[src/hdl/qsa_ram.sv]
// Generic simple dual-port RAM: one write port, one read port with registered data.
// No dependencies.
module qsa_ram #(
   parameter  int WIDTH  = 8,
   parameter  int DEPTH  = 64,
   localparam int ADDR_W = $clog2(DEPTH)
) (
   input  logic              clock,
   input  logic              wr_en,
   input  logic [ADDR_W-1:0] wr_addr,
   input  logic [WIDTH-1:0]  wr_data,
   input  logic              rd_en,
   input  logic [ADDR_W-1:0] rd_addr,
   output logic [WIDTH-1:0]  rd_data
);

   logic [WIDTH-1:0] mem_ff [DEPTH];
   logic [WIDTH-1:0] rd_data_ff;

   always_ff @(posedge clock) begin
      if (wr_en) begin
         mem_ff[wr_addr] <= wr_data;
      end
      if (rd_en) begin
         rd_data_ff <= mem_ff[rd_addr];
      end
   end

   assign rd_data = rd_data_ff;

endmodule

[config.mk]
export PLATFORM = sky130hd
export DESIGN_NAME = qsa_ram
export DESIGN_NICKNAME = d
export VERILOG_FILES = /design/src/hdl/qsa_ram.sv
export SDC_FILE = /design/constraint.sdc
export NUM_CORES = 1
export LEC_CHECK = 0
export ABC_AREA = 0
export BUFFER_PORTS_ARGS = -buffer_cell sky130_fd_sc_hd__buf_2
export CAP_MARGIN = 20
export CORE_ASPECT_RATIO = 0.8
export CORE_UTILIZATION = 25
export CTS_CLUSTER_SIZE = 24
export DETAILED_ROUTE_END_ITERATION = 16
export HOLD_SLACK_MARGIN = 0.03
export MAX_ROUTING_LAYER = met4
export PLACE_DENSITY = 0.43
export SYNTH_ARGS = -nofsm -noshare
export SYNTH_HDL_FRONTEND = slang
export SYNTH_SLANG_ARGS = --single-unit
export TNS_END_PERCENT = 1
[constraint.sdc]
create_clock -name clock -period 2.3 [get_ports clock]
set_input_delay 0.46 -clock clock [delete_from_list [all_inputs] [get_ports clock]]
set_output_delay 0.46 -clock clock [all_outputs]
set_load 0.03 [all_outputs]
==> results.toml, run 1 <==
[status]
status = "finished, final reports clean"

[min_path]
holdPathEnd = "mem_ff[1][6]"
min_from = "wr_data[6]"
min_path_type = "in -> reg"
min_path_cells = 1

[critical_path]
cp.arrival_ps = 2480
cp_data_required_time_ps = 2630
criticalPathCategory = "reg -> reg"
r2r-start = "mem_ff[21][6]"
critPathLaunchType = "flip-flop"
cpPeakStageDelay_ps = 470
worst-path-buf-inv = 1
rrSetupSlack_ps = 150
timing.rr.end = "rd_data[6]"
cp-end-kind = "flip-flop"
critPathSlowestCell = "mux4_2"
r2r_cells = 6
cp_max_fo = 1
path_delay_family = "multiplexers"
crit_path_cell_trace = "mux4_2, mux2_2, o221a_2, nor3_1, buf_4, o32ai_1"

[grt]
first_global_vias = 10200
grt_first_pass_wirelength_um = 76200
grtUsageTotal = 0.134
antenna_found_initial = 5
grt-ovfl-total = 0
grt_max_degree = 65

[synth]
syn_area_mm2 = 0.0202
ys_seq_area_frac = 0.771
synth-xor-area-share = 0
muxShareOfSynthArea = 0.159
synthAdderAreaFrac = 0
synth_top_family_by_area = "multiplexers"
syn_inst = 940
synth.avg_cell_area_um2 = 21.5
yosysUniqueCellTypes = 39
syn_nets = 963
ys_seq_elements = 520
yosys.area_share.simple = 0.0337
synth-compound-area-share = 0.0206
yosys_warnings = 0

[pwr]
peakVddDrop_mv = 0.427
p_leak_nw = 7.84
p_per_area_mw_per_mm2 = 816

[cells_and_area]
final_cell_mix = "edfxtp_1 (520), buf_4 (146), mux4_2 (126)"
drive_gt1_frac = 0.347
final_core_util = 0.309
final_common_cell = "edfxtp_1"
syn2layout_area_growth_pct = 21.2
nNetsFinal = 1162
design_area_mm2 = 0.0245

[drt]
drt_wl_total_um = 53400
avgViaCountPerCell = 4.52
dr.pass1.iters = 5
routedWlPerCell_um = 24.1
drt_iter0_drc = 951
drc = 0
num_vias = 10000
antenna_left = 0

[floorplan]
die_w_um = 320
io_pins = 31
rows = 92
die_y_um = 257
start_util = 0.255
core_area_mm2 = 0.0794
dieArea_mm2 = 0.0821

[sta]
fin_crit_sh = 0.936
rsz0062_at_grt = "false"
min_period_ps = 2150
whs_ps = 211
setup_ws_ps = 148
fin_skew_ps = 25.9
worst_slew_pin_slew_ps = 821
drv_slew = 0
fmax_ghz = 0.465
final-setup-viol-count = 0
finalHoldViolations = 0
max_slew_margin = 0.453

[cts]
htree_levels = 2
clkSlewWorstSetupHoldPaths_ps = 60
clk_path_buf_depth = 3
cts_buffers = 53
postCtsSetupRepairBufs = 0
insertion_delay_ps = 600
cts-root-buf = "clkbuf_16"
ctsResizeCount = 0
cts.sinks = 520
cts_hold_buf = 0
cts_tree = "yes"

[flow_run]
cap_violations = 0

[placement]
portBuffers = 30
place_area_mm2 = 0.0229
gp_congestion = 0.810
hpwl_um = 34900
pre_cts_slack_ps = -374
[routing by layer]
| metal | GRT usage | part of all wire | up-vias |
|---|---|---|---|
| met1 | 0.199 | 0.50 | 5393 |
| met4 | 0.0355 | 0.019 | 0 |
| li1 | - | - | 4347 |
| met2 | 0.183 | 0.43 | 238 |
| met3 | 0.0288 | 0.057 | 67 |
| met5 | - | 0 | - |
[worst register-to-register path, stage by stage (launching register included)]
cell and delay (ps):
edfxtp_1 350, mux4_2 470, mux2_2 320, o221a_2 310
nor3_1 230, buf_4 140, o32ai_1 70
[cell usage after synthesis, drive strengths merged]
master / count / area, um^2
mux2: 13 / 146
a31oi: 1 / 6.26
mux2i: 23 / 230
a21oi: 3 / 15.0
o2111ai: 3 / 26.3
nand3b: 3 / 22.5
o311ai: 1 / 8.76
a211oi: 4 / 30.0
nand4b: 1 / 8.76
nand2: 19 / 71.3
or3: 1 / 6.26
mux4: 126 / 2840
nor4: 2 / 12.5
a22oi: 3 / 22.5
o21ai: 4 / 20.0
edfxtp: 520 / 15600
and2: 1 / 6.26
o32ai: 2 / 17.5
a2111oi: 2 / 17.5
nand3: 13 / 65.1
o221a: 2 / 22.5
o22ai: 8 / 50.1
nor2b: 14 / 87.6
nand2b: 7 / 43.8
o21a: 2 / 15.0
a221oi: 6 / 52.6
clkbuf: 17 / 63.8
nor2: 83 / 312
buf: 34 / 253
nor3: 7 / 35.0
nand4: 2 / 12.5
o2bb2ai: 3 / 26.3
o221ai: 8 / 70.1
o41ai: 2 / 17.5
[per-stage QoR]
stage	setup TNS (ps)	std cells	power, mW
floorplan	0	940	11.3
global placement	-2810	2118	12.0
detailed placement	-2760	2118	12.0
CTS	0	2218	20.3
global route	0	2220	20.7
finish	0	2220	20.0
[worst max path at each step]
stage	from	endpoint	cells after the start	slack (ps)
after floorplan	rd_addr[1]	rd_data[3]	7	30
after global placement	rd_addr[0]	rd_data[3]	7	-440
after detailed placement	rd_addr[0]	rd_data[5]	7	-370
after CTS	mem_ff[21][6]	rd_data[6]	6	120
after global routing	mem_ff[20][6]	rd_data[6]	6	40
final	mem_ff[21][6]	rd_data[6]	6	150
[flip-flops by register name, indices dropped and copies added, names as in the netlist]
name     count
rd_data      8
mem_ff     512
[final cells by class]
cell class              count  area [um^2]
fillers                  7701        54900
flip-flops and latches    520        15600
multi-input cells         369         4320
repair buffers            195         1670
clock buffers              63         1410
well taps                1034         1290
clock inverters            37          245
diodes                      2         5.00
[cell families after synthesis]
| kind of cell | count (synthesis) |
|---|---|
| and+or+nand+nor | 153 |
| DFF | 520 |
| AOI/OAI and AO/OA | 54 |
| buffers and inverters | 51 |
| muxes | 162 |
[power by group]
| group | switching, mW | internal [mW] |
|---|---|---|
| registers | 0.0403 | 10.5 |
| clock network | 3.60 | 4.68 |
| logic | 0.702 | 0.497 |
No activity file was read; power rests on OpenSTA's default activity.
==> run 2: changes to the inputs <==
--- a/config.mk
+++ b/config.mk
@@ -15,6 +15,7 @@
 export HOLD_SLACK_MARGIN = 0.03
 export MAX_ROUTING_LAYER = met4
 export PLACE_DENSITY = 0.43
+export SETUP_SLACK_MARGIN = 0.3
 export SYNTH_ARGS = -nofsm -noshare
 export SYNTH_HDL_FRONTEND = slang
 export SYNTH_SLANG_ARGS = --single-unit
==> results.toml, run 2 (synthesis results as in run 1) <==
[drt]
routedWlPerCell_um = 23.7
drc = 0
drt_wl_total_um = 52600
antenna_left = 0
avgViaCountPerCell = 4.54
num_vias = 10100
drt_iter0_drc = 932
dr.pass1.iters = 7

[critical_path]
cp_max_fo = 1
timing.rr.end = "rd_data[2]"
rrSetupSlack_ps = 300
crit_start = "mem_ff[47][2]"
r2r_cells = 5
criticalPathCategory = "reg -> reg"
r2r-start = "mem_ff[47][2]"
critPathCapture = "rd_data[2]"
cp-end-kind = "flip-flop"
critPathLaunchType = "flip-flop"
cp_data_required_time_ps = 2650
cp.arrival_ps = 2350

[sta]
setup_tns_ps = 0
max_slew_margin = 0.498
finalHoldViolations = 0
fmax_ghz = 0.499
rsz0062_at_grt = "true"
drv_slew = 0
fin_skew_ps = 21.0
whs_ps = 213
min_period_ps = 2000
worst_slew_pin_slew_ps = 753
final-setup-viol-count = 0
fin_crit_sh = 0.871

[status]
status = "finished, final reports clean"

[placement]
hpwl_um = 34700
portBuffers = 30
placed_cells = 2122
place_area_mm2 = 0.0229
gp_congestion = 0.771

[cts]
htree_levels = 2
cts.sinks = 520
insertion_delay_ps = 600
clkSlewWorstSetupHoldPaths_ps = 60
clk_path_buf_depth = 3
cts-root-buf = "clkbuf_16"
postCtsSetupRepairBufs = 0
cts_tree = "yes"
cts_hold_buf = 0
cts_buffers = 55

[grt]
grt_first_pass_wirelength_um = 76900
first_global_vias = 10500
grt_max_degree = 65
antenna_found_initial = 2
grtUsageTotal = 0.134
grt-ovfl-total = 0

[floorplan]
die_y_um = 257
dieArea_mm2 = 0.0821
core_area_mm2 = 0.0794
rows = 92
io_pins = 31
die_w_um = 320
start_util = 0.255

[cells_and_area]
final_cell_mix = "edfxtp_1 (520), buf_4 (152), mux4_2 (126)"
fillers = 7679
nNetsFinal = 1168
largest_reg_flops = 512
final_cells = 2221
top_register = "mem_ff"
syn2layout_area_growth_pct = 21.7
final_common_cell = "edfxtp_1"
drive_gt1_frac = 0.357
design_area_mm2 = 0.0246
n_antenna_cell = 0

[min_path]
min_path_type = "in -> reg"

[pwr]
peakVddDrop_mv = 0.442
p_leak_nw = 7.86
p_per_area_mw_per_mm2 = 817

[flow_run]
cap_violations = 0
-- run 2: cell types whose count changed in the layout (fill, tap and decap cells not counted), sizes merged --
cell      previous run  this run
clkinv              32        27
diode                2         0
bufinv               3         2
clkinvlp             1         5
buf                194       199
inv                  1         0
clkbuf              64        65
-- run 2: worst min path at each step --
stage / startpoint / end / cells past startpoint
2_1_floorplan: wr_data[0] / mem_ff[0][0] / 0
3_3_place_gp: wr_data[2] / mem_ff[16][2] / 1
3_5_place_dp: wr_data[2] / mem_ff[16][2] / 1
4_1_cts: wr_data[2] / mem_ff[17][2] / 1
5_1_grt: wr_data[2] / mem_ff[21][2] / 1
6_report: wr_data[2] / mem_ff[21][2] / 1
-- run 2: final cells by class --
cell class,count,area [um^2],share of cell area
multi-input combinational,369,4370,0.177
sequential,520,15600,0.634
tap,1034,1290,0.0525
timing repair buffer,199,1670,0.0679
clock inverter,34,226,0.00919
clock buffer,65,1460,0.0591
-- run 2: critical path, cell delays in order (launching register included) --
cell	delay [ps]
edfxtp_1	350
mux4_2	510
mux2_2	350
a221oi_4	330
buf_4	160
o2bb2ai_1	60
-- run 2: repair_timing --
| item | CTS | global route |
|---|---|---|
| resized for setup | 6 | 4 |
| endpoints found under the setup margin | 6 | 8 |
| pin swaps | 1 | 1 |
-- run 2: where the power goes --
part	internal, mW	switching (mW)	total, mW
logic	0.491	0.705	1.20
registers	10.5	0.0383	10.5
clock network	4.72	3.66	8.38
-- run 2: through the flow --
stage	utilization	setup WS [ps]	power, mW
floorplan	-	155	11.3
global placement	0.288	-380	11.9
detailed placement	0.288	-385	11.9
CTS	0.310	262	20.4
global route	0.310	248	20.8
finish	0.310	296	20.1
-- run 2: routing by layer --
layer  track usage  up-vias  part of all wire
met5             -        -                 0
met2         0.183      256              0.42
li1              -     4352                 -
met3        0.0261       72             0.062
met4        0.0326        0             0.019
met1         0.200     5401              0.49
