==> config.mk <==
export PLATFORM = sky130hd
export DESIGN_NAME = qsa_seq
export DESIGN_NICKNAME = d
export VERILOG_FILES = /design/src/hdl/qsa_pkg.sv /design/src/hdl/qsa_seq.sv
export SDC_FILE = /design/constraint.sdc
export NUM_CORES = 1
export LEC_CHECK = 0
export CAP_MARGIN = 5
export CORE_MARGIN = 4
export CORE_UTILIZATION = 48
export DETAILED_ROUTE_END_ITERATION = 12
export DONT_BUFFER_PORTS = 1
export HOLD_SLACK_MARGIN = 0.08
export PLACE_DENSITY = 0.73
export SKIP_CTS_REPAIR_TIMING = 1
export SYNTH_ARGS = -nofsm -noshare
export SYNTH_HDL_FRONTEND = slang
export SYNTH_SLANG_ARGS = --single-unit
==> constraint.sdc <==
create_clock -name clock -period 4.2 [get_ports clock]
set_input_delay 0.63 -clock clock [delete_from_list [all_inputs] [get_ports clock]]
set_output_delay 0.63 -clock clock [all_outputs]
set_load 0.05 [all_outputs]
==> src/hdl/qsa_pkg.sv <==
// Package for the quadratic sieve accumulator: field widths, register codes,
// operation codes, controller states and the structs passed between modules.
// No dependencies.
package qsa_pkg;

   localparam int SIEVE_DEPTH_DEF = 65536;
   localparam int SCAN_BYTES_DEF  = 8;

   localparam int MODE_W      = 2;
   localparam int PRIME_W     = 16;
   localparam int LOG_W       = 8;
   localparam int ROOT_W      = 16;
   localparam int WORD_W      = 13;
   localparam int HIT_W       = 8;
   localparam int BYTE_W      = 8;
   localparam int CFG_LEN_W   = 17;
   localparam int CSR_INDEX_W = 2;
   localparam int CSR_DATA_W  = 17;

   localparam logic [BYTE_W-1:0]    COARSE_MASK  = 8'hC0;
   localparam logic [CFG_LEN_W-1:0] LEN_RESET    = 17'd65536;
   localparam logic [BYTE_W-1:0]    FILL_RESET   = 8'd0;
   localparam logic [BYTE_W-1:0]    THRESH_RESET = 8'd64;

   typedef enum logic [CSR_INDEX_W-1:0] {
      CSR_SIEVE_LENGTH     = 2'd0,
      CSR_FILL_VALUE       = 2'd1,
      CSR_REPORT_THRESHOLD = 2'd2
   } csr_index_type;

   typedef enum logic [MODE_W-1:0] {
      MODE_CLEAR = 2'd0,
      MODE_SIEVE = 2'd1,
      MODE_SCAN  = 2'd2
   } mode_type;

   typedef enum logic [2:0] {
      ST_IDLE,
      ST_CLEAR,
      ST_SIEVE_RD,
      ST_SIEVE_WR,
      ST_SCAN_RD,
      ST_SCAN_EVAL,
      ST_SCAN_DONE
   } state_type;

   typedef struct packed {
      logic [MODE_W-1:0]  mode;
      logic [PRIME_W-1:0] prime;
      logic [LOG_W-1:0]   log_size;
      logic [ROOT_W-1:0]  root_one;
      logic [ROOT_W-1:0]  root_two;
      logic [WORD_W-1:0]  scan_word;
   } qsa_req_type;

   typedef struct packed {
      logic [BYTE_W-1:0] fill_value;
      logic [BYTE_W-1:0] report_threshold;
   } qsa_cfg_type;

   typedef struct packed {
      logic [WORD_W-1:0] word_index;
      logic [HIT_W-1:0]  hit_mask;
   } qsa_rsp_type;

endpackage

==> src/hdl/qsa_seq.sv <==
// Controller of the accumulator: clear sweep, read-modify-write of sieve hits
// and the byte-by-byte scan of one word. Depends on qsa_pkg; drives qsa_ram.
module qsa_seq #(
   parameter  int SIEVE_DEPTH = qsa_pkg::SIEVE_DEPTH_DEF,
   parameter  int SCAN_BYTES  = qsa_pkg::SCAN_BYTES_DEF,
   localparam int ADDR_W      = $clog2(SIEVE_DEPTH),
   localparam int POS_W       =
      ((ADDR_W + 1 > qsa_pkg::CFG_LEN_W) ? ADDR_W + 1 : qsa_pkg::CFG_LEN_W) + 1
) (
   input  logic                       clock,
   input  logic                       reset,
   input  logic                       req_valid,
   output logic                       req_ready,
   input  qsa_pkg::qsa_req_type       req_item,
   input  qsa_pkg::qsa_cfg_type       cfg,
   input  logic [POS_W-1:0]           eff_len,
   input  logic                       rsp_free,
   output logic                       rsp_load,
   output qsa_pkg::qsa_rsp_type       rsp_item,
   output logic                       ram_wr_en,
   output logic [ADDR_W-1:0]          ram_wr_addr,
   output logic [qsa_pkg::BYTE_W-1:0] ram_wr_data,
   output logic                       ram_rd_en,
   output logic [ADDR_W-1:0]          ram_rd_addr,
   input  logic [qsa_pkg::BYTE_W-1:0] ram_rd_data
);
   import qsa_pkg::*;

   localparam int CNT_W = $clog2(SCAN_BYTES);

   state_type          state_ff, state_in;
   logic [POS_W-1:0]   pos_ff, pos_in;
   logic [PRIME_W-1:0] stride_ff, stride_in;
   logic [ROOT_W-1:0]  root2_ff, root2_in;
   logic [LOG_W-1:0]   log_ff, log_in;
   logic               second_ff, second_in;
   logic [CNT_W-1:0]   cnt_ff, cnt_in;
   logic [WORD_W-1:0]  word_ff, word_in;
   logic [HIT_W-1:0]   mask_ff, mask_in;
   logic               coarse_ff, coarse_in;
   logic               ok_ff, ok_in;
   logic               accept;
   logic               in_range;

   assign accept   = req_valid & req_ready;
   assign in_range = pos_ff < eff_len;

   always_comb begin
      state_in = state_ff;
      case (state_ff)
         ST_IDLE: begin
            if (accept) begin
               case (req_item.mode)
                  MODE_CLEAR: state_in = ST_CLEAR;
                  MODE_SIEVE: begin
                     if (req_item.root_two != '0 && req_item.prime != '0) begin
                        state_in = ST_SIEVE_RD;
                     end
                  end
                  MODE_SCAN:  state_in = ST_SCAN_RD;
                  default:    state_in = ST_IDLE;
               endcase
            end
         end
         ST_CLEAR: begin
            if (!in_range) begin
               state_in = ST_IDLE;
            end
         end
         ST_SIEVE_RD: begin
            if (in_range) begin
               state_in = ST_SIEVE_WR;
            end else if (second_ff) begin
               state_in = ST_IDLE;
            end
         end
         ST_SIEVE_WR:  state_in = ST_SIEVE_RD;
         ST_SCAN_RD:   state_in = ST_SCAN_EVAL;
         ST_SCAN_EVAL: begin
            if (cnt_ff == CNT_W'(SCAN_BYTES - 1)) begin
               state_in = ST_SCAN_DONE;
            end else begin
               state_in = ST_SCAN_RD;
            end
         end
         ST_SCAN_DONE: begin
            if (rsp_free) begin
               state_in = ST_IDLE;
            end
         end
         default: state_in = ST_IDLE;
      endcase
   end

   always_comb begin
      pos_in    = pos_ff;
      stride_in = stride_ff;
      root2_in  = root2_ff;
      log_in    = log_ff;
      second_in = second_ff;
      cnt_in    = cnt_ff;
      word_in   = word_ff;
      mask_in   = mask_ff;
      coarse_in = coarse_ff;
      ok_in     = ok_ff;
      case (state_ff)
         ST_IDLE: begin
            if (accept) begin
               stride_in = req_item.prime;
               root2_in  = req_item.root_two;
               log_in    = req_item.log_size;
               second_in = 1'b0;
               cnt_in    = '0;
               word_in   = req_item.scan_word;
               mask_in   = '0;
               coarse_in = 1'b0;
               case (req_item.mode)
                  MODE_CLEAR: pos_in = '0;
                  MODE_SIEVE: pos_in = POS_W'(req_item.root_one);
                  MODE_SCAN:  pos_in = POS_W'(req_item.scan_word) * POS_W'(SCAN_BYTES);
                  default:    pos_in = pos_ff;
               endcase
            end
         end
         ST_CLEAR: begin
            if (in_range) begin
               pos_in = pos_ff + POS_W'(1);
            end
         end
         ST_SIEVE_RD: begin
            if (!in_range && !second_ff) begin
               pos_in    = POS_W'(root2_ff);
               second_in = 1'b1;
            end
         end
         ST_SIEVE_WR: pos_in = pos_ff + POS_W'(stride_ff);
         ST_SCAN_RD:  ok_in  = in_range;
         ST_SCAN_EVAL: begin
            if (ok_ff) begin
               coarse_in = coarse_ff | (|(ram_rd_data & COARSE_MASK));
               for (int b = 0; b < SCAN_BYTES; b++) begin
                  if (cnt_ff == CNT_W'(b)) begin
                     mask_in[b] = ram_rd_data > cfg.report_threshold;
                  end
               end
            end
            pos_in = pos_ff + POS_W'(1);
            cnt_in = cnt_ff + CNT_W'(1);
         end
         default: pos_in = pos_ff;
      endcase
   end

   always_comb begin
      req_ready   = state_ff == ST_IDLE;
      ram_wr_en   = (state_ff == ST_CLEAR && in_range) || state_ff == ST_SIEVE_WR;
      ram_wr_addr = pos_ff[ADDR_W-1:0];
      ram_wr_data = (state_ff == ST_CLEAR) ? cfg.fill_value : ram_rd_data + log_ff;
      ram_rd_en   = (state_ff == ST_SIEVE_RD || state_ff == ST_SCAN_RD) && in_range;
      ram_rd_addr = pos_ff[ADDR_W-1:0];
      rsp_load    = state_ff == ST_SCAN_DONE && rsp_free;
      rsp_item.word_index = word_ff;
      rsp_item.hit_mask   = coarse_ff ? mask_ff : '0;
   end

   always_ff @(posedge clock) begin
      if (reset) begin
         state_ff <= ST_IDLE;
      end else begin
         state_ff <= state_in;
      end
      pos_ff    <= pos_in;
      stride_ff <= stride_in;
      root2_ff  <= root2_in;
      log_ff    <= log_in;
      second_ff <= second_in;
      cnt_ff    <= cnt_in;
      word_ff   <= word_in;
      mask_ff   <= mask_in;
      coarse_ff <= coarse_in;
      ok_ff     <= ok_in;
   end

   a_no_port_clash: assert property (@(posedge clock) disable iff (reset)
      !(ram_wr_en && ram_rd_en))
      else $error("RAM read and write issued in the same cycle");

   a_read_then_use: assert property (@(posedge clock) disable iff (reset)
      ram_rd_en |=> (state_ff == ST_SIEVE_WR || state_ff == ST_SCAN_EVAL))
      else $error("RAM read data not consumed in the following cycle");

   a_rmw_same_entry: assert property (@(posedge clock) disable iff (reset)
      (state_ff == ST_SIEVE_WR) |-> (ram_wr_addr == $past(ram_rd_addr)))
      else $error("sieve write-back goes to a different entry than was read");

endmodule

==> summary.md, run 1 <==
| Metric | Value |
|---|---|
| Crit share post-route | `0.8227` |
| Dpl hpwl | `10,860 um` |
| Clock Path Buffers | `2` |
| Status | `completed` |
| CP Buf/Inv Count | `1` |
| Yosys top cell area share | `0.4366` |
| CP cell instances | `buf_4 > ha_1 > a21o_1 > a211oi_1 > o21ai_1 > a21oi_2 > o21a_1` |
| Setup Skew | `7.917 ps` |
| Ant diodes | `0` |
| Worst hold path startpoint | `reset` |
| Chip Height | `118.4 um` |
| Worst-margin pin slew | `972.2 ps` |
| Synth area leaders | `edfxtp_1, ha_1, buf_4` |
| NumNets Final | `706` |
| Core Box Area | `11,960 um^2` |
| CTS Buf Count | `9` |
| Worst Path Class, Setup | `register to output port` |
| Post-synthesis sequential area ratio | `0.4469` |
| Worst hold slack | `357.1 ps` |
| Max-cap violations | `0` |
| Syn Nets | `a little over 700` |
| Post-layout minimum cycle time | `3455 ps` |
| Reg2Reg Depth | `12` |
| CP arrival | `2830 ps` |
| Area after DPL | `5903 um^2` |
| Detailed Routing Iterations Pass 1 | `6` |
| Chip Width | `118.4 um` |
| GRT Total Usage | `0.1907` |
| Root buffer cell | `clkbuf_16` |
| Reg2Reg Setup Slack | `830 ps` |
| GP Congestion | `around 0.94` |
| First-pass GRT wire length | `between 20,000 and 25,000 um` |
| Post-synth EDFFs | `85` |
| Hold crit path type | `primary input to register` |
| Starting Density | `0.4887` |
| Seq cells post-synth | `88` |
| Gr ovfl total | `0` |
| Post-Layout Cell Count | `680` |
| Combinational power share | `0.563` |
| Sw Ratio | `0.4961` |
| Switching pwr | `2684 uW` |
| Share of layout cells above drive strength 1 | `0.1295` |
| Hold path endpoint | `state_ff[1]$_SDFFE_PP0P_` |
| DR vias/cell | `6.025` |
| Sequential Power Share | `0.285` |
| Leakage | `0.002565 uW` |
| R2r startpoint | `state_ff[0]$_SDFFE_PP0P_` |
| Delay of the slowest critical-path stage | `540 ps` |
| CP Capture Type | `output port` |
| Vias in the first global route | `about 4,000` |
| Kind of cell adding the most delay to the critical path | `compound AO/OA/AOI/OAI gates` |
| Routed WL | `about 14,000 um` |
| Dominant register cell in the synthesized netlist | `edfxtp_1` |
| YS warnings | `0` |
| PwrDens | `roughly 870 nW/um^2` |
| CTS tree | `done` |
| Worst setup SP type | `register` |
| Initial DRC Count | `334` |
| Crit path max fanout | `8` |
| Htree depth | `3` |
| Worst skew pair latency | `340 ps` |
| Hold path cells | `1` |
| CTS sink count | `88` |
| Antenna violations before repair | `0` |
| Clock share of power | `0.152` |
| Fin. Hold Viols | `0` |
| Top-count cell post-synth | `edfxtp_1` |
| Max frequency | `0.2894 GHz` |
| Slowest stage cell, crit path | `o21a_1` |
| Max-slew headroom | `0.3475` |
| Clock-pin slew on the worst setup and hold paths | `around 70 ps` |
| RR Endpoint | `pos_ff[16]$_DFFE_PP_` |
| DRC | `0` |
| Netlist cell types | `74` |
| RSZ-0062 raised after global routing | `no` |
| Pin count of the biggest net entering global routing | `55` |
| WP data required | `3570 ps` |
| Design Area, Final | `6208 um^2` |
| Post-synth top area cell | `edfxtp_1` |
| Mapped Area | `just under 6000 um^2` |
| Synth Instances | `540` |
| Ys async rst share | `0` |
| Final core utilization | `0.5190` |
| Setup TNS Final | `0 ps` |
| Slew Limit Fails | `0` |
| Wire length per cell | `19.94 um` |
| PortBufs | `0` |
| Ports | `approximately 180` |
| Routed Antenna Nets | `0` |
| Worst vdd ir | `0.3494 mV` |
| Top cells by count, synth | `edfxtp_1, ha_1, inv_1` |
| DR vias | `4,097` |
| Dpl cells | `664` |
| Rows | `40` |
| Setup violators final | `0` |
| Internal | `about 2700 uW` |
| Area Growth Syn to Fin | `6.207%` |
| Overall die area | `14,010 um^2` |
| Avg Inst Size Synth | `10.83 um^2` |
routing by layer:
| layer | global-route usage | share of wire | vias to the layer above |
|---|---|---|---|
| met1 | 0.2542 | 0.42 | 1926 |
| met5 | 0 | 0 | - |
| met2 | 0.3019 | 0.47 | 189 |
| met3 | 0.05598 | 0.092 | 24 |
| met4 | 0.05568 | 0.019 | 0 |
| li1 | - | - | 1958 |
flip-flops by register name, summed over array words and instances, names as in the netlist:
signal / cells
second_ff: 1
word_ff: 13
state_ff: 3
ok_ff: 1
pos_ff: 18
mask_ff: 8
coarse_ff: 1
cnt_ff: 3
log_ff: 8
root2_ff: 16
stride_ff: 16
cells by family after synthesis:
kind of cell | count (synthesis) | synth area share
compound gates | 129 | 0.1661
xor+xnor | 16 | 0.02397
fa+ha+maj | 61 | 0.1331
buf+inv | 88 | 0.07855
flops | 88 | 0.4469
mux | 4 | 0.007705
simple gates | 154 | 0.1436
worst max-delay path by stage:
stage / slack, ps / cells past startpoint / end / startpoint
after floorplan: 740 / 5 / mask_ff[0]$_SDFFCE_PN0P_ / state_ff[0]$_SDFFE_PP0P_
after global placement: 1020 / 12 / pos_ff[16]$_DFFE_PP_ / state_ff[0]$_SDFFE_PP0P_
after detailed placement: 880 / 12 / pos_ff[16]$_DFFE_PP_ / state_ff[0]$_SDFFE_PP0P_
after CTS: 710 / 7 / ram_rd_en / pos_ff[1]$_DFFE_PP_
after global routing: 510 / 4 / ram_wr_data[3] / state_ff[0]$_SDFFE_PP0P_
final: 740 / 7 / ram_rd_en / pos_ff[1]$_DFFE_PP_
cell type report:
type	count	area, um^2
clock buffers	10	229.0
clock inverters	6	76.32
fillers	1016	5753
inverters	43	161.4
multi-input cells	364	2780
flip-flops and latches	88	2613
well taps	147	183.9
repair buffers	22	165.2
metrics by stage:
step / total power [uW] / setup WS [ps]
finish: 5410 / 744.8
global route: 5753 / 507.7
CTS: 5420 / 707.1
detailed placement: 4596 / 880.8
global placement: 4537 / 1015
floorplan: 4208 / 742.8
power by group through the flow:
| stage | Combinational (uW) | Sequential (uW) | Clock, uW |
|---|---|---|---|
| 2_1_floorplan | 2660 | 1550 | 0 |
| 3_3_place_gp | 2980 | 1560 | 0 |
| 3_5_place_dp | 3030 | 1560 | 0 |
| 4_1_cts | 3040 | 1550 | 831 |
| 5_1_grt | 3300 | 1580 | 874 |
| 6_report | 3040 | 1540 | 820 |
placed cells by master (no fill, tap or decap), types with 4 or more instances in the layout:
| cell type | count |
|---|---|
| a21oi_1 | 29 |
| nor2b_1 | 21 |
| ha_1 | 59 |
| clkbuf_16 | 9 |
| and3_1 | 4 |
| nand2_1 | 19 |
| o21a_1 | 4 |
| nand2b_1 | 10 |
| nor4_1 | 9 |
| buf_4 | 22 |
| a222oi_1 | 12 |
| a21o_1 | 12 |
| xor2_1 | 11 |
| nand4_1 | 6 |
| nor3_1 | 7 |
| o21ai_1 | 12 |
| nand3_1 | 8 |
| nor2_1 | 41 |
| and2_1 | 11 |
| inv_1 | 42 |
| xnor2_1 | 5 |
| edfxtp_1 | 85 |
| mux2_2 | 4 |
| o21ai_0 | 14 |
Note: power is estimated with default switching activity, not from simulation.
==> run 2, diff against run 1 <==
--- a/config.mk
+++ b/config.mk
@@ -5,6 +5,7 @@
 export SDC_FILE = /design/constraint.sdc
 export NUM_CORES = 1
 export LEC_CHECK = 0
+export ABC_AREA = 1
 export CAP_MARGIN = 5
 export CORE_MARGIN = 4
 export CORE_UTILIZATION = 48
==> constraint.sdc (replaced) <==
create_clock -name clock -period 3.5 [get_ports clock]
set_input_delay 0.525 -clock clock [delete_from_list [all_inputs] [get_ports clock]]
set_output_delay 0.525 -clock clock [all_outputs]
set_load 0.05 [all_outputs]
==> run 2 against run 1 <==
Against the previous run: wire length up 13%; highest routed layer unchanged; synthesized cell count rose by 32%; count of clock-buffer cells in the layout shrank 1; non-clock buffer count rose by 8; global-route usage up 2.5 points; sequential power grew 16%; core utilization up 1.6 points; largest cell class unchanged.
==> summary.md, run 2 <==
| Metric | Value |
|---|---|
| Netlist cell types | `39 (-47%)` |
| Sw Ratio | `0.5021 (+0.006036)` |
| Crit share post-route | `0.8260` |
| Worst-margin pin slew | `1002 ps (+29.89 ps)` |
| Worst hold slack | `253.6 ps (-103.5 ps)` |
| Largest register FFs | `18 (unchanged)` |
| Reg2Reg Depth | `17 (+5)` |
| Synth area leaders | `edfxtp_1, ha_1, nand2_1` |
| RR Endpoint | `pos_ff[10]$_DFFE_PP_` |
| DRC | `0 (unchanged)` |
| Setup violators final | `0 (unchanged)` |
| Dpl hpwl | `12,580 um (+16%)` |
| RSZ-0062 raised after global routing | `no` |
| GP Congestion | `0.9563 (+1.6%)` |
| Syn Nets | `890 (+24%)` |
| Crit path max fanout | `4 (-4)` |
| Starting Density | `0.4970 (+0.008314)` |
| Yosys top cell area share | `0.4223 (-0.01437)` |
| Post-layout minimum cycle time | `2891 ps` |
| Pin count of the biggest net entering global routing | `54 (-1.8%)` |
| First-pass GRT wire length | `24,290 um (+15%)` |
| Top-count cell post-synth | `nand2_1` |
| Ys async rst share | `0 (unchanged)` |
| FILL cells | `1,167 (+15%)` |
| Most frequent cells in the layout | `nand2_1, inv_1, edfxtp_1` |
| Clock share of power | `0.171 (+0.019)` |
| Setup TNS Final | `0 ps (unchanged)` |
| Overall die area | `14,450 um^2 (+3.2%)` |
| Reg2Reg Setup Slack | `680 ps (-150 ps)` |
| Avg Inst Size Synth | `8.490 um^2 (-22%)` |
| Worst setup startpoint | `pos_ff[3]$_DFFE_PP_` |
| Internal | `3008 uW (+10%)` |
| Clock-pin slew on the worst setup and hold paths | `70 ps (about the same)` |
| Dpl cells | `867 (+31%)` |
| CTS tree | `done` |
| Area Growth Syn to Fin | `7.742%` |
| Routed Antenna Nets | `0 (unchanged)` |
| Clock Path Buffers | `2 (unchanged)` |
| Worst setup SP type | `register` |
| Post-synth EDFFs | `85 (unchanged)` |
| Post-synth top area cell | `edfxtp_1` |
| Setup Skew | `7.842 ps (-0.07469 ps)` |
| Core Box Area | `12,160 um^2 (+1.7%)` |
| Worst hold path startpoint | `reset` |
| Hold path cells | `1 (unchanged)` |
| Hold crit path type | `primary input to register` |
| Dominant register cell in the synthesized netlist | `edfxtp_1` |
| Largest registers | `pos_ff: 18 flops, root2_ff: 16 flops, stride_ff: 16 flops` |
| Hold path endpoint | `state_ff[1]$_SDFFE_PP0P_` |
| Htree depth | `3 (unchanged)` |
| R2r startpoint | `state_ff[0]$_SDFFE_PP0P_` |
| Routed WL | `15,330 um (+13%)` |
| CTS Buf Count | `9 (unchanged)` |
| Seq. cell area | `2613 um^2 (unchanged)` |
| Multi-input logic area | `2716 um^2 (-2.3%)` |
| Most common cell after layout, fill and taps aside | `nand2_1` |
| Sequential Power Share | `0.297 (+0.012)` |
| WP data required | `2970 ps (-600 ps)` |
| Status | `completed` |
| Switching pwr | `3034 uW (+13%)` |
| Detailed Routing Iterations Pass 1 | `5 (-1)` |
| PwrDens | `927.9 nW/um^2 (+6.5%)` |
| Max-slew headroom | `0.3274 (-0.02011)` |
| Max frequency | `0.3459 GHz` |
| Ports | `182 (unchanged)` |
| Worst skew pair latency | `340 ps (about the same)` |
| CP arrival | `2370 ps (-460 ps)` |
| Gr ovfl total | `0 (unchanged)` |
| Top cells by count, synth | `nand2_1, inv_1, edfxtp_1` |
| DR vias | `4,832 (+18%)` |
| Mapped Area | `6045 um^2 (+3.4%)` |
| Antenna violations before repair | `0 (unchanged)` |
| Post-Layout Cell Count | `883 (+30%)` |
| Slew Limit Fails | `0 (unchanged)` |
| CTS sink count | `88 (unchanged)` |
| Post-synthesis sequential area ratio | `0.4322 (-0.01471)` |
| Chip Height | `120.2 um (+1.6%)` |
| CP Capture Type | `output port` |
| Initial DRC Count | `279 (-16%)` |
| Chip Width | `120.2 um (+1.6%)` |
| Rows | `40 (unchanged)` |
| Leakage | `0.003032 uW (+18%)` |
| Worst vdd ir | `0.4507 mV (+29%)` |
| Synth Instances | `712 (+32%)` |
| Combinational power share | `0.533 (-0.030)` |
| DR vias/cell | `5.472 (-9.2%)` |
| GRT Total Usage | `0.2154 (+0.02468)` |
| PortBufs | `0 (unchanged)` |
| Seq cells post-synth | `88 (unchanged)` |
| Vias in the first global route | `4,818 (+20%)` |
| Ant diodes | `0 (unchanged)` |
| Most flops, register | `pos_ff` |
| NumNets Final | `888 (+26%)` |
| Share of layout cells above drive strength 1 | `0.09371 (-0.03575)` |
| Root buffer cell | `clkbuf_16` |
| YS warnings | `0 (unchanged)` |
| Wire length per cell | `17.36 um (-13%)` |
| Worst Path Class, Setup | `register to output port` |
| Fin. Hold Viols | `0 (unchanged)` |
| Max-cap violations | `0 (unchanged)` |
-- run 2: stage by stage --
stage                 util  total power, uW  instance area [um^2]  setup WS (ps)
global route        0.5355             6452                  6513          460.9
CTS                 0.5355             6056                  6513          636.9
floorplan                -             4484                  6047          224.0
global placement    0.5092             4955                  6192          852.8
detailed placement  0.5092             5010                  6192          755.2
finish              0.5355             6043                  6513          609.0
-- run 2: cell type report --
type | count | area share
sequential | 88 | 0.4012
inverter | 114 | 0.06571
clock inverter | 7 | 0.01460
multi-input combinational | 467 | 0.4171
clock buffer | 9 | 0.03458
tap | 168 | 0.03228
timing repair buffer | 30 | 0.03458
-- run 2: critical path, cell delays in order, from the launching register on --
cell and delay [ps]:
edfxtp_1 470, ha_1 330, nand2_1 70, nand2_1 40
nand2_1 50, nand2_1 40, nand2_1 50, nand2_1 50
nand2_1 150, nand3_1 230, a21oi_1 280, buf_4 250
-- run 2: kinds of logic after synthesis --
| logic type | count (synthesis) | synth area share |
|---|---|---|
| compound gates | 101 | 0.09874 |
| flops | 88 | 0.4322 |
| simple gates | 299 | 0.2109 |
| fa+ha+maj | 61 | 0.1288 |
| xor+xnor | 6 | 0.008694 |
| buf+inv | 157 | 0.1207 |
-- run 2: worst max-delay path by stage --
stage                           endpoint  slack [ps]  cells after the start
floorplan                 ram_wr_data[6]         220                      9
global placement    pos_ff[10]$_DFFE_PP_         850                     17
detailed placement  pos_ff[10]$_DFFE_PP_         760                     16
CTS                            ram_rd_en         640                      9
global route        pos_ff[11]$_DFFE_PP_         460                     18
finish                         ram_rd_en         610                     11
-- run 2: layer usage --
layer / GRT usage / wire [um]
met1: 0.2861 / 6507
met5: 0 / 0
met4: 0.06657 / 289
met2: 0.3390 / 6904
met3: 0.06642 / 1631
-- run 2: power by group through the flow --
stage	Clock [uW]	Sequential [uW]	Combinational [uW]
2_1_floorplan	0	1760	2730
5_1_grt	1100	1820	3530
3_3_place_gp	0	1800	3150
6_report	1030	1790	3220
4_1_cts	1050	1790	3210
3_5_place_dp	0	1810	3200
